==> src/rtl/hsv_pkg.sv <==
// ----------------------------------------------------------------------------
// hsv_pkg
// Types, constants and helper functions shared by the HSV to RGB pipeline.
// ----------------------------------------------------------------------------
package hsv_pkg;

    // Field widths of the pixel and color channels.
    localparam int HUE_W   = 16;
    localparam int CHAN_W  = 8;

    // A bias of 92 * 360 moves every signed hue into a positive range
    // without changing its residue modulo 360.
    localparam int BIASED_W   = 17;
    localparam int HUE_BIAS   = 33120;
    localparam int DEG_FULL   = 360;
    localparam int DEG_SECTOR = 60;
    localparam int HUE_MOD_W  = 9;
    localparam int ANGLE_W    = 6;
    localparam int TURNS_W    = 8;

    // Reciprocal of 360: floor(u / 360) == (u * HUE_RECIP) >> HUE_SHIFT, exact
    // for every biased hue below 2^17.
    localparam int HUE_RECIP_W = 18;
    localparam int HUE_RECIP   = 186414;
    localparam int HUE_SHIFT   = 26;

    // Reciprocal of 255, exact for every 16-bit dividend.
    localparam int CHAN_FULL     = 255;
    localparam int PROD_W        = 16;
    localparam int DIV255_RECIP_W = 16;
    localparam int DIV255_RECIP  = 32897;
    localparam int DIV255_SHIFT  = 23;

    // Reciprocal of 60, exact for every dividend below 2^14.
    localparam int RAMP_W        = 14;
    localparam int DIV60_RECIP_W = 15;
    localparam int DIV60_RECIP   = 17477;
    localparam int DIV60_SHIFT   = 20;

    // Hue sectors, named by the channel at full level and the one that moves.
    typedef enum logic [2:0] {
        SEC_RED_GREEN  = 3'd0,
        SEC_GREEN_RED  = 3'd1,
        SEC_GREEN_BLUE = 3'd2,
        SEC_BLUE_GREEN = 3'd3,
        SEC_BLUE_RED   = 3'd4,
        SEC_RED_BLUE   = 3'd5
    } sector_t;

    // Result of the front end: reduced hue, the low level and the value level.
    typedef struct packed {
        logic [HUE_MOD_W-1:0] hue;
        logic [CHAN_W-1:0]    low;
        logic [CHAN_W-1:0]    high;
    } front_t;

    // Result of the ramp section: sector and the three levels to mix.
    typedef struct packed {
        sector_t           sector;
        logic [CHAN_W-1:0] low;
        logic [CHAN_W-1:0] high;
        logic [CHAN_W-1:0] rise;
    } ramp_t;

    // Start angle of a sector in degrees.
    function automatic logic [HUE_MOD_W-1:0] sector_base(input sector_t sec);
        logic [HUE_MOD_W-1:0] base;
        unique case (sec)
            SEC_RED_GREEN:  base = HUE_MOD_W'(0);
            SEC_GREEN_RED:  base = HUE_MOD_W'(DEG_SECTOR);
            SEC_GREEN_BLUE: base = HUE_MOD_W'(2 * DEG_SECTOR);
            SEC_BLUE_GREEN: base = HUE_MOD_W'(3 * DEG_SECTOR);
            SEC_BLUE_RED:   base = HUE_MOD_W'(4 * DEG_SECTOR);
            default:        base = HUE_MOD_W'(5 * DEG_SECTOR);
        endcase
        return base;
    endfunction

endpackage

==> src/rtl/hsv_pixel_if.sv <==
// ----------------------------------------------------------------------------
// hsv_pixel_if
// Request channel that carries one HSV pixel.
// ----------------------------------------------------------------------------
interface hsv_pixel_if;
    logic                            valid;
    logic                            ready;
    logic signed [hsv_pkg::HUE_W-1:0] hue_degrees;
    logic [hsv_pkg::CHAN_W-1:0]      saturation;
    logic [hsv_pkg::CHAN_W-1:0]      brightness;

    modport source (output valid, output hue_degrees, output saturation,
                    output brightness, input ready);
    modport sink   (input valid, input hue_degrees, input saturation,
                    input brightness, output ready);
endinterface

==> src/rtl/hsv_rgb_if.sv <==
// ----------------------------------------------------------------------------
// hsv_rgb_if
// Request channel that carries one RGB color triple.
// ----------------------------------------------------------------------------
interface hsv_rgb_if;
    logic                       valid;
    logic                       ready;
    logic [hsv_pkg::CHAN_W-1:0] red;
    logic [hsv_pkg::CHAN_W-1:0] green;
    logic [hsv_pkg::CHAN_W-1:0] blue;

    modport source (output valid, output red, output green, output blue,
                    input ready);
    modport sink   (input valid, input red, input green, input blue,
                    output ready);
endinterface

==> src/rtl/hsv_front.sv <==
// ----------------------------------------------------------------------------
// hsv_front
// Stages one and two: hue reduction modulo 360 and the low level
// (255 - s) * v / 255, both by reciprocal multiplication.
// ----------------------------------------------------------------------------
module hsv_front (
    input  logic                             clk,
    input  logic                             rst_n,
    input  logic                             in_valid,
    output logic                             in_ready,
    input  logic signed [hsv_pkg::HUE_W-1:0] hue_degrees,
    input  logic [hsv_pkg::CHAN_W-1:0]       saturation,
    input  logic [hsv_pkg::CHAN_W-1:0]       brightness,
    output logic                             out_valid,
    input  logic                             out_ready,
    output hsv_pkg::front_t                  out_data
);

    localparam int BW   = hsv_pkg::BIASED_W;
    localparam int HPW  = BW + hsv_pkg::HUE_RECIP_W;
    localparam int LPW  = hsv_pkg::PROD_W + hsv_pkg::DIV255_RECIP_W;

    // Stage registers.
    logic                          s1_valid_reg;
    logic [BW-1:0]                 s1_biased_reg;
    logic [hsv_pkg::TURNS_W-1:0]   s1_turns_reg;
    logic [hsv_pkg::PROD_W-1:0]    s1_prod_reg;
    logic [hsv_pkg::CHAN_W-1:0]    s1_high_reg;
    logic                          s2_valid_reg;
    hsv_pkg::front_t               s2_data_reg;

    logic                          s1_ready;
    logic                          s2_ready;
    logic [BW:0]                   biased_wide;
    logic [HPW-1:0]                turns_prod;
    logic [BW-1:0]                 turns_deg;
    logic [BW-1:0]                 hue_rem;
    logic [LPW-1:0]                low_prod;
    hsv_pkg::front_t               s2_data_next;

    // Each stage takes a new request when empty or when it drains forward.
    assign s2_ready = !s2_valid_reg || out_ready;
    assign s1_ready = !s1_valid_reg || s2_ready;
    assign in_ready = s1_ready;

    // Stage one: bias the hue, count whole turns, form (255 - s) * v.
    assign biased_wide = {{2{hue_degrees[hsv_pkg::HUE_W-1]}}, hue_degrees}
                         + (BW+1)'(hsv_pkg::HUE_BIAS);
    assign turns_prod  = HPW'(biased_wide[BW-1:0]) * HPW'(hsv_pkg::HUE_RECIP);

    always_ff @(posedge clk or negedge rst_n)
    begin
        if (!rst_n)
        begin
            s1_valid_reg <= 1'b0;
        end
        else if (s1_ready)
        begin
            s1_valid_reg <= in_valid;
        end
    end

    always_ff @(posedge clk)
    begin
        if (s1_ready && in_valid)
        begin
            s1_biased_reg <= biased_wide[BW-1:0];
            s1_turns_reg  <= turns_prod[hsv_pkg::HUE_SHIFT +: hsv_pkg::TURNS_W];
            s1_prod_reg   <= hsv_pkg::PROD_W'(hsv_pkg::CHAN_W'(hsv_pkg::CHAN_FULL)
                                              - saturation)
                             * hsv_pkg::PROD_W'(brightness);
            s1_high_reg   <= brightness;
        end
    end

    // Stage two: remove whole turns and divide the product by 255.
    assign turns_deg = BW'(s1_turns_reg) * BW'(hsv_pkg::DEG_FULL);
    assign hue_rem   = s1_biased_reg - turns_deg;
    assign low_prod  = LPW'(s1_prod_reg) * LPW'(hsv_pkg::DIV255_RECIP);

    always_comb
    begin
        s2_data_next.hue  = hue_rem[hsv_pkg::HUE_MOD_W-1:0];
        s2_data_next.low  = low_prod[hsv_pkg::DIV255_SHIFT +: hsv_pkg::CHAN_W];
        s2_data_next.high = s1_high_reg;
    end

    always_ff @(posedge clk or negedge rst_n)
    begin
        if (!rst_n)
        begin
            s2_valid_reg <= 1'b0;
        end
        else if (s2_ready)
        begin
            s2_valid_reg <= s1_valid_reg;
        end
    end

    always_ff @(posedge clk)
    begin
        if (s2_ready && s1_valid_reg)
        begin
            s2_data_reg <= s2_data_next;
        end
    end

    assign out_valid = s2_valid_reg;
    assign out_data  = s2_data_reg;

    // The reduced hue always lands inside one turn.
    a_hue_in_turn: assert property (@(posedge clk) disable iff (!rst_n)
        s2_valid_reg |-> (s2_data_reg.hue < hsv_pkg::HUE_MOD_W'(hsv_pkg::DEG_FULL)))
        else $error("reduced hue outside 0..359");

    // The low level never exceeds the value level.
    a_low_le_high: assert property (@(posedge clk) disable iff (!rst_n)
        s2_valid_reg |-> (s2_data_reg.low <= s2_data_reg.high))
        else $error("low level above value level");

    // A stalled stage two holds its request.
    a_s2_hold: assert property (@(posedge clk) disable iff (!rst_n)
        (s2_valid_reg && !out_ready) |=> (s2_valid_reg && $stable(s2_data_reg)))
        else $error("stage two changed while stalled");

endmodule

==> src/rtl/hsv_ramp.sv <==
// ----------------------------------------------------------------------------
// hsv_ramp
// Stages three to five: sector and mirrored ramp angle, the product
// (v - low) * angle, and its division by 60.
// ----------------------------------------------------------------------------
module hsv_ramp (
    input  logic            clk,
    input  logic            rst_n,
    input  logic            in_valid,
    output logic            in_ready,
    input  hsv_pkg::front_t in_data,
    output logic            out_valid,
    input  logic            out_ready,
    output hsv_pkg::ramp_t  out_data
);

    localparam int CW  = hsv_pkg::CHAN_W;
    localparam int RW  = hsv_pkg::RAMP_W;
    localparam int QPW = RW + hsv_pkg::DIV60_RECIP_W;

    // Stage registers.
    logic                          s3_valid_reg;
    hsv_pkg::sector_t              s3_sector_reg;
    logic [hsv_pkg::ANGLE_W-1:0]   s3_angle_reg;
    logic [CW-1:0]                 s3_low_reg;
    logic [CW-1:0]                 s3_high_reg;
    logic                          s4_valid_reg;
    hsv_pkg::sector_t              s4_sector_reg;
    logic [RW-1:0]                 s4_ramp_reg;
    logic [CW-1:0]                 s4_low_reg;
    logic [CW-1:0]                 s4_high_reg;
    logic                          s5_valid_reg;
    hsv_pkg::ramp_t                s5_data_reg;

    logic                          s3_ready;
    logic                          s4_ready;
    logic                          s5_ready;
    hsv_pkg::sector_t              sector;
    logic [hsv_pkg::HUE_MOD_W-1:0] offset;
    logic [hsv_pkg::ANGLE_W-1:0]   angle;
    logic [CW-1:0]                 span;
    logic [QPW-1:0]                rise_prod;

    assign s5_ready = !s5_valid_reg || out_ready;
    assign s4_ready = !s4_valid_reg || s5_ready;
    assign s3_ready = !s3_valid_reg || s4_ready;
    assign in_ready = s3_ready;

    // Stage three: find the sector by comparing against its boundaries.
    always_comb
    begin
        priority if (in_data.hue >= hsv_pkg::HUE_MOD_W'(5 * hsv_pkg::DEG_SECTOR))
            sector = hsv_pkg::SEC_RED_BLUE;
        else if (in_data.hue >= hsv_pkg::HUE_MOD_W'(4 * hsv_pkg::DEG_SECTOR))
            sector = hsv_pkg::SEC_BLUE_RED;
        else if (in_data.hue >= hsv_pkg::HUE_MOD_W'(3 * hsv_pkg::DEG_SECTOR))
            sector = hsv_pkg::SEC_BLUE_GREEN;
        else if (in_data.hue >= hsv_pkg::HUE_MOD_W'(2 * hsv_pkg::DEG_SECTOR))
            sector = hsv_pkg::SEC_GREEN_BLUE;
        else if (in_data.hue >= hsv_pkg::HUE_MOD_W'(hsv_pkg::DEG_SECTOR))
            sector = hsv_pkg::SEC_GREEN_RED;
        else
            sector = hsv_pkg::SEC_RED_GREEN;
    end

    // Odd sectors ramp downward, so their angle is mirrored.
    assign offset = in_data.hue - hsv_pkg::sector_base(sector);
    assign angle  = sector[0]
                    ? hsv_pkg::ANGLE_W'(hsv_pkg::DEG_SECTOR) - offset[hsv_pkg::ANGLE_W-1:0]
                    : offset[hsv_pkg::ANGLE_W-1:0];

    always_ff @(posedge clk or negedge rst_n)
    begin
        if (!rst_n)
        begin
            s3_valid_reg <= 1'b0;
        end
        else if (s3_ready)
        begin
            s3_valid_reg <= in_valid;
        end
    end

    always_ff @(posedge clk)
    begin
        if (s3_ready && in_valid)
        begin
            s3_sector_reg <= sector;
            s3_angle_reg  <= angle;
            s3_low_reg    <= in_data.low;
            s3_high_reg   <= in_data.high;
        end
    end

    // Stage four: scale the span between high and low by the angle.
    assign span = s3_high_reg - s3_low_reg;

    always_ff @(posedge clk or negedge rst_n)
    begin
        if (!rst_n)
        begin
            s4_valid_reg <= 1'b0;
        end
        else if (s4_ready)
        begin
            s4_valid_reg <= s3_valid_reg;
        end
    end

    always_ff @(posedge clk)
    begin
        if (s4_ready && s3_valid_reg)
        begin
            s4_sector_reg <= s3_sector_reg;
            s4_ramp_reg   <= RW'(span) * RW'(s3_angle_reg);
            s4_low_reg    <= s3_low_reg;
            s4_high_reg   <= s3_high_reg;
        end
    end

    // Stage five: divide the scaled span by 60.
    assign rise_prod = QPW'(s4_ramp_reg) * QPW'(hsv_pkg::DIV60_RECIP);

    always_ff @(posedge clk or negedge rst_n)
    begin
        if (!rst_n)
        begin
            s5_valid_reg <= 1'b0;
        end
        else if (s5_ready)
        begin
            s5_valid_reg <= s4_valid_reg;
        end
    end

    always_ff @(posedge clk)
    begin
        if (s5_ready && s4_valid_reg)
        begin
            s5_data_reg.sector <= s4_sector_reg;
            s5_data_reg.low    <= s4_low_reg;
            s5_data_reg.high   <= s4_high_reg;
            s5_data_reg.rise   <= rise_prod[hsv_pkg::DIV60_SHIFT +: CW];
        end
    end

    assign out_valid = s5_valid_reg;
    assign out_data  = s5_data_reg;

    // The sector code and the ramp angle stay in their ranges.
    a_angle_range: assert property (@(posedge clk) disable iff (!rst_n)
        s3_valid_reg |-> (s3_angle_reg <= hsv_pkg::ANGLE_W'(hsv_pkg::DEG_SECTOR)
                          && s3_sector_reg <= hsv_pkg::SEC_RED_BLUE))
        else $error("sector or ramp angle out of range");

    // The middle level never passes the value level.
    a_rise_fits: assert property (@(posedge clk) disable iff (!rst_n)
        s5_valid_reg |-> (s5_data_reg.rise <= s5_data_reg.high - s5_data_reg.low))
        else $error("ramp rise exceeds span");

    // A stalled stage four keeps its product.
    a_s4_hold: assert property (@(posedge clk) disable iff (!rst_n)
        (s4_valid_reg && !s5_ready) |=> (s4_valid_reg && $stable(s4_ramp_reg)))
        else $error("stage four changed while stalled");

endmodule

==> src/rtl/hsv_mix.sv <==
// ----------------------------------------------------------------------------
// hsv_mix
// Stage six: form the middle level and route high, middle and low to the
// red, green and blue outputs by sector.
// ----------------------------------------------------------------------------
module hsv_mix (
    input  logic                       clk,
    input  logic                       rst_n,
    input  logic                       in_valid,
    output logic                       in_ready,
    input  hsv_pkg::ramp_t             in_data,
    output logic                       out_valid,
    input  logic                       out_ready,
    output logic [hsv_pkg::CHAN_W-1:0] red,
    output logic [hsv_pkg::CHAN_W-1:0] green,
    output logic [hsv_pkg::CHAN_W-1:0] blue
);

    localparam int CW = hsv_pkg::CHAN_W;

    logic          s6_valid_reg;
    logic [CW-1:0] red_reg;
    logic [CW-1:0] green_reg;
    logic [CW-1:0] blue_reg;
    logic [CW-1:0] red_next;
    logic [CW-1:0] green_next;
    logic [CW-1:0] blue_next;
    logic [CW-1:0] middle;
    logic          s6_ready;

    assign s6_ready = !s6_valid_reg || out_ready;
    assign in_ready = s6_ready;

    // Black and gray pixels need no special path: with v == 0 all levels are
    // zero, and with s == 0 the low level already equals v.
    assign middle = in_data.low + in_data.rise;

    // Channel routing by sector.
    always_comb
    begin
        unique case (in_data.sector)
            hsv_pkg::SEC_RED_GREEN:
            begin
                red_next = in_data.high; green_next = middle; blue_next = in_data.low;
            end
            hsv_pkg::SEC_GREEN_RED:
            begin
                red_next = middle; green_next = in_data.high; blue_next = in_data.low;
            end
            hsv_pkg::SEC_GREEN_BLUE:
            begin
                red_next = in_data.low; green_next = in_data.high; blue_next = middle;
            end
            hsv_pkg::SEC_BLUE_GREEN:
            begin
                red_next = in_data.low; green_next = middle; blue_next = in_data.high;
            end
            hsv_pkg::SEC_BLUE_RED:
            begin
                red_next = middle; green_next = in_data.low; blue_next = in_data.high;
            end
            default:
            begin
                red_next = in_data.high; green_next = in_data.low; blue_next = middle;
            end
        endcase
    end

    // Output register.
    always_ff @(posedge clk or negedge rst_n)
    begin
        if (!rst_n)
        begin
            s6_valid_reg <= 1'b0;
        end
        else if (s6_ready)
        begin
            s6_valid_reg <= in_valid;
        end
    end

    always_ff @(posedge clk)
    begin
        if (s6_ready && in_valid)
        begin
            red_reg   <= red_next;
            green_reg <= green_next;
            blue_reg  <= blue_next;
        end
    end

    assign out_valid = s6_valid_reg;
    assign red       = red_reg;
    assign green     = green_reg;
    assign blue      = blue_reg;

    // A request taken from the ramp section appears at the output next cycle.
    a_advance: assert property (@(posedge clk) disable iff (!rst_n)
        (in_valid && s6_ready) |=> s6_valid_reg)
        else $error("accepted request lost in output stage");

    // The output stage only fills from a valid request.
    a_no_invent: assert property (@(posedge clk) disable iff (!rst_n)
        (!in_valid && s6_ready) |=> !s6_valid_reg)
        else $error("output stage filled without a request");

    // A held result keeps its channels.
    a_hold: assert property (@(posedge clk) disable iff (!rst_n)
        (s6_valid_reg && !out_ready) |=> ($stable(red_reg) && $stable(green_reg)
                                          && $stable(blue_reg)))
        else $error("output changed while stalled");

endmodule

==> src/rtl/hsv_to_rgb_converter.sv <==
// ----------------------------------------------------------------------------
// hsv_to_rgb_converter
// Integer HSV to RGB pixel converter, six register stages deep.
// ----------------------------------------------------------------------------
// Usage:
//   Pixels enter on the "pixel" channel as a signed hue in degrees (any
//   16-bit value, reduced modulo 360), an 8-bit saturation and an 8-bit
//   brightness. Colors leave on the "rgb" channel as 8-bit red, green, blue.
//   Both channels use valid/ready; a request moves when both are high.
//   An accepted pixel passes through the stage registers of the front,
//   ramp and mix sections in order. Throughput is one pixel per cycle
//   while the receiver does not stall, set by the six stages each taking a
//   new pixel every clock; the widest paths are the reciprocal multipliers
//   for the divisions by 360, 255 and 60, each followed by a register.
//   Every stage has its own valid bit and takes a new request when it is
//   empty or passes its content on, so bubbles close up and the input stays
//   ready while the output holds a result, until all six stages are full.
//   When the receiver stalls, results hold in place; nothing is dropped or
//   repeated. Reset clears all valid bits; the pipeline is empty and ready
//   once reset is released. Pixels are independent of each other.
// ----------------------------------------------------------------------------
module hsv_to_rgb_converter (
    input  logic               clk,
    input  logic               rst_n,
    hsv_pixel_if.sink          pixel,
    hsv_rgb_if.source          rgb
);

    logic            front_valid;
    logic            front_ready;
    hsv_pkg::front_t front_data;
    logic            ramp_valid;
    logic            ramp_ready;
    hsv_pkg::ramp_t  ramp_data;

    // Hue reduction and low level.
    hsv_front u_front (
        .clk         (clk),
        .rst_n       (rst_n),
        .in_valid    (pixel.valid),
        .in_ready    (pixel.ready),
        .hue_degrees (pixel.hue_degrees),
        .saturation  (pixel.saturation),
        .brightness  (pixel.brightness),
        .out_valid   (front_valid),
        .out_ready   (front_ready),
        .out_data    (front_data)
    );

    // Sector, ramp angle and middle-level rise.
    hsv_ramp u_ramp (
        .clk       (clk),
        .rst_n     (rst_n),
        .in_valid  (front_valid),
        .in_ready  (front_ready),
        .in_data   (front_data),
        .out_valid (ramp_valid),
        .out_ready (ramp_ready),
        .out_data  (ramp_data)
    );

    // Channel routing and output register.
    hsv_mix u_mix (
        .clk       (clk),
        .rst_n     (rst_n),
        .in_valid  (ramp_valid),
        .in_ready  (ramp_ready),
        .in_data   (ramp_data),
        .out_valid (rgb.valid),
        .out_ready (rgb.ready),
        .red       (rgb.red),
        .green     (rgb.green),
        .blue      (rgb.blue)
    );

endmodule
==> src/flat_wrapper.sv <==
// flat-port wrapper written by rule: the top's interface ports become plain ports
module hsv_to_rgb_converter_flat 
  (clk, rst_n, pixel_valid, pixel_hue_degrees, pixel_saturation, pixel_brightness, pixel_ready, rgb_valid, rgb_red, rgb_green, rgb_blue, rgb_ready);
  hsv_pixel_if pixel_i ();
  hsv_rgb_if rgb_i ();
  input  logic clk;
  input  logic rst_n;
  input wire logic [$bits(pixel_i.valid)-1:0] pixel_valid;
  input wire logic [$bits(pixel_i.hue_degrees)-1:0] pixel_hue_degrees;
  input wire logic [$bits(pixel_i.saturation)-1:0] pixel_saturation;
  input wire logic [$bits(pixel_i.brightness)-1:0] pixel_brightness;
  output wire logic [$bits(pixel_i.ready)-1:0] pixel_ready;
  output wire logic [$bits(rgb_i.valid)-1:0] rgb_valid;
  output wire logic [$bits(rgb_i.red)-1:0] rgb_red;
  output wire logic [$bits(rgb_i.green)-1:0] rgb_green;
  output wire logic [$bits(rgb_i.blue)-1:0] rgb_blue;
  input wire logic [$bits(rgb_i.ready)-1:0] rgb_ready;
  assign pixel_i.valid = pixel_valid;
  assign pixel_i.hue_degrees = pixel_hue_degrees;
  assign pixel_i.saturation = pixel_saturation;
  assign pixel_i.brightness = pixel_brightness;
  assign pixel_ready = pixel_i.ready;
  assign rgb_valid = rgb_i.valid;
  assign rgb_red = rgb_i.red;
  assign rgb_green = rgb_i.green;
  assign rgb_blue = rgb_i.blue;
  assign rgb_i.ready = rgb_ready;
  hsv_to_rgb_converter u_core (.clk(clk), .rst_n(rst_n), .pixel(pixel_i), .rgb(rgb_i));
endmodule
==> config.mk <==
export PLATFORM = sky130hd
export DESIGN_NAME = hsv_to_rgb_converter_flat
export DESIGN_NICKNAME = d
export VERILOG_FILES = /design/src/rtl/hsv_pkg.sv /design/src/rtl/hsv_pixel_if.sv /design/src/rtl/hsv_rgb_if.sv /design/src/rtl/hsv_front.sv /design/src/rtl/hsv_ramp.sv /design/src/rtl/hsv_mix.sv /design/src/rtl/hsv_to_rgb_converter.sv /design/src/flat_wrapper.sv
export SDC_FILE = /design/constraint.sdc
export NUM_CORES = 1
export LEC_CHECK = 0
export BUFFER_PORTS_ARGS = -buffer_cell sky130_fd_sc_hd__buf_2
export CORE_ASPECT_RATIO = 1.1
export CORE_MARGIN = 2
export CORE_UTILIZATION = 55
export CTS_BUF_LIST = sky130_fd_sc_hd__clkbuf_2 sky130_fd_sc_hd__clkbuf_4 sky130_fd_sc_hd__clkbuf_8
export DETAILED_ROUTE_END_ITERATION = 7
export GPL_ROUTABILITY_DRIVEN = 0
export PLACE_DENSITY = 0.8
export SETUP_SLACK_MARGIN = 0.2
export SLEW_MARGIN = 25
export SYNTH_ARGS = -nofsm -noshare
export SYNTH_HDL_FRONTEND = slang
export SYNTH_SLANG_ARGS = --single-unit
==> constraint.sdc <==
create_clock -name clk -period 6.4 [get_ports clk]
set_input_delay 1.28 -clock clk [delete_from_list [all_inputs] [get_ports clk]]
set_output_delay 1.28 -clock clk [all_outputs]
set_load 0.01 [all_outputs]
==> results by group <==
Outcome
  – Status: complete, no violations

Placement
  – Dpl cell area: 20,700 sq um
  – Placed insts: 2,349
  – Pre-CTS setup slack: -329 ps
  – PortBufs: 61
  – Hpwl dp: 31.6 mm

Global route
  – Global route total overflow: 0
  – GRT Util Overall: 22.0%
  – Initial antenna violation count: 0
  – Largest net degree at the start of global routing: 59
  – First-pass GRT wire length: 64.1 mm
  – Number of global-route vias before repair: 13,800

Yosys
  – Synthesized Nets: 2,347
  – Top post-synthesis cells by area: edfxtp_1 27%, ha_1 24%, fa_1 17%, inv_1 7.4%, xnor2_1 2.9%
  – Yosys cell types: 71
  – Cell taking the most area after synthesis: edfxtp_1
  – Syn. warnings: 0
  – Synth cell count leaders: 371 x inv_1, 359 x ha_1, 173 x edfxtp_1, 161 x fa_1, 84 x nand2_1
  – Fraction of registers with async set/reset: 3.35%
  – Sequential share of the synthesized area: 28.2%
  – Top-area cell type share of the netlist area: 27.4%
  – Top_reg_cell synth: edfxtp_1
  – Post-synthesis cell area: 18,900 sq um
  – EDFF count, synth: 173
  – Count leader, synth: inv_1
  – Syn Inst Count: 1,791
  – Yosys reg bits: 179
  – Avg Cell Area, Syn: 10.6 sq um

CTS
  – Clock-pin slew on the worst setup and hold paths: 100 ps
  – Cts hold-fix bufs: 0
  – Worst-skew pair later-pin latency: 480 ps
  – Clock tree buffer depth: 2
  – Htree depth: 4
  – Clk sink count: 179
  – CTS buffer count: 17
  – TritonCTS clock tree: done
  – CTS root buf: clkbuf_8

Detailed routing
  – WL per Instance: 16.1 um
  – Routed Antenna Nets: 0
  – Drt first-iter violations: 797
  – Residual DRC: 0
  – Via-per-instance ratio: 5.49
  – Via count: 13,100
  – Pre-Repair DR Iteration Count: 7
  – Post-Route WL: 38.5 mm

STA
  – Final Hold Viols: 0
  – Min cycle time layout: 6120 ps
  – Final worst setup slack: 280 ps
  – Final setup vio count: 0
  – Relative slew slack: 30.0%
  – Period utilization: 95.6%
  – RSZ-0062 raised after global routing: false
  – Setup Skew: 11.3 ps
  – Pin slew with the least headroom to its limit: 1050 ps
  – FMAX: 0.163 GHz
  – Final Max Tran Viols: 0

Worst setup path
  – Critical path type: input pin to register
  – Worst r2r path cells: 22
  – Worst setup EP type: register
  – Worst EP arrival: 6340 ps
  – Crit start category: input pin
  – CP required: 6620 ps
  – Crit Path Max Fanout: 4

Worst hold path
  – WHS Path Cells: 0
  – Hold crit path type: register to register

Finish
  – # fillers: 2,600
  – Finished Layout Cells: 2,387
  – Layout Nets: 2,492
  – Fin util: 63.0%
  – Antenna Cells: 0
  – Max reg flops: 27
  – Final Cell Area: 21,400 sq um
  – Area Growth Syn to Fin: 13.2%
  – Layout cells sized above 1: 14.3%
  – FF+latch area: 5350 sq um
  – Multi-input gate area: 12,700 sq um

Floorplan
  – Cell row count: 71
  – Core area: 34,000 sq um
  – Die Height: 199 um
  – Die width: 181 um
  – Area of the die: 35,900 sq um
  – Initial Utilization: 55.6%
  – I/O pin cnt: 62

Job
  – Max Cap Viol: 0
==> stage by stage <==
step / setup TNS, ps / hold slack (ps)
6_report: 0 / 424
2_1_floorplan: -1.57 / 400
3_5_place_dp: -1200 / 405
5_1_grt: 0 / 433
3_3_place_gp: -538 / 401
4_1_cts: 0 / 424
==> final timing paths <==
path	startpoint	to	slack, ps
min in group asynchronous	rst_n	u_core.u_ramp.s4_valid_reg	600
setup reg to reg	u_core.u_ramp.s3_low_reg[1]	u_core.u_ramp.s4_ramp_reg[13]	900
setup / recovery	pixel_hue_degrees[5]	u_core.u_front.s1_turns_reg[5]	280
hold / removal	u_core.u_ramp.s4_high_reg[2]	u_core.u_ramp.out_data[10]	420
hold reg to reg	u_core.u_ramp.s4_high_reg[2]	u_core.u_ramp.out_data[10]	420
max in group asynchronous	rst_n	u_core.u_front.out_valid	5650
==> cells in the final DEF, fill, tap and decap left out, types with 56 or more instances in the layout <==
cell,count
a21oi_1,61
buf_2,60
buf_4,82
edfxtp_1,173
fa_1,153
ha_1,333
inv_1,358
nand2_1,83
nor2b_1,57
xnor2_1,56
==> cells by family (layout without fill, tap and decap cells) <==
kind of cell,Yosys count,count (layout),synth area share (%)
AOI/OAI and AO/OA,251,251,8.64
xor gates and xnor gates,103,103,4.81
adders and majority gates,521,521,40.8
buffers and inverters,393,551,7.79
DFF,179,179,28.2
muxes,2,2,0.106
and+or+nand+nor,342,342,9.60
==> final cells by class <==
cell class	instances	area share, %
timing repair buffer	146	4.62
multi-input combinational	1219	59.3
inverter	373	6.58
sequential	179	24.9
clock inverter	13	0.782
tap	438	2.56
clock buffer	19	1.19
==> per-layer routing <==
metal | wire length (um) | vias up | track usage, %
met5 | 0 | - | 0
met4 | 1500 | 0 | 9.26
met3 | 1380 | 105 | 2.65
met2 | 19800 | 338 | 40.2
met1 | 15800 | 6347 | 26.1
li1 | - | 6318 | -
==> worst max-delay path: stages <==
cell        delay, ps
buf_8              80
clkinvlp_4         90
ha_4              290
inv_6              40
ha_4              290
inv_2              40
fa_2              440
fa_2              560
inv_2              50
fa_2              390
fa_1              560
inv_2              40
fa_1              530
inv_2              50
ha_4              260
nand3_2            60
or3_4             410
nor3_4            190
a211oi_2          100
a31oi_2           270
and4_1            240
nor3_2             40
==> timing repair <==
action,4_1_cts,5_1_grt
buffers inserted,0,5
setup endpoints to repair,0,5
gates resized for setup,0,33
Power is not shown: default switching activity piles up to over one toggle a cycle in this logic, so the estimate is an artifact.
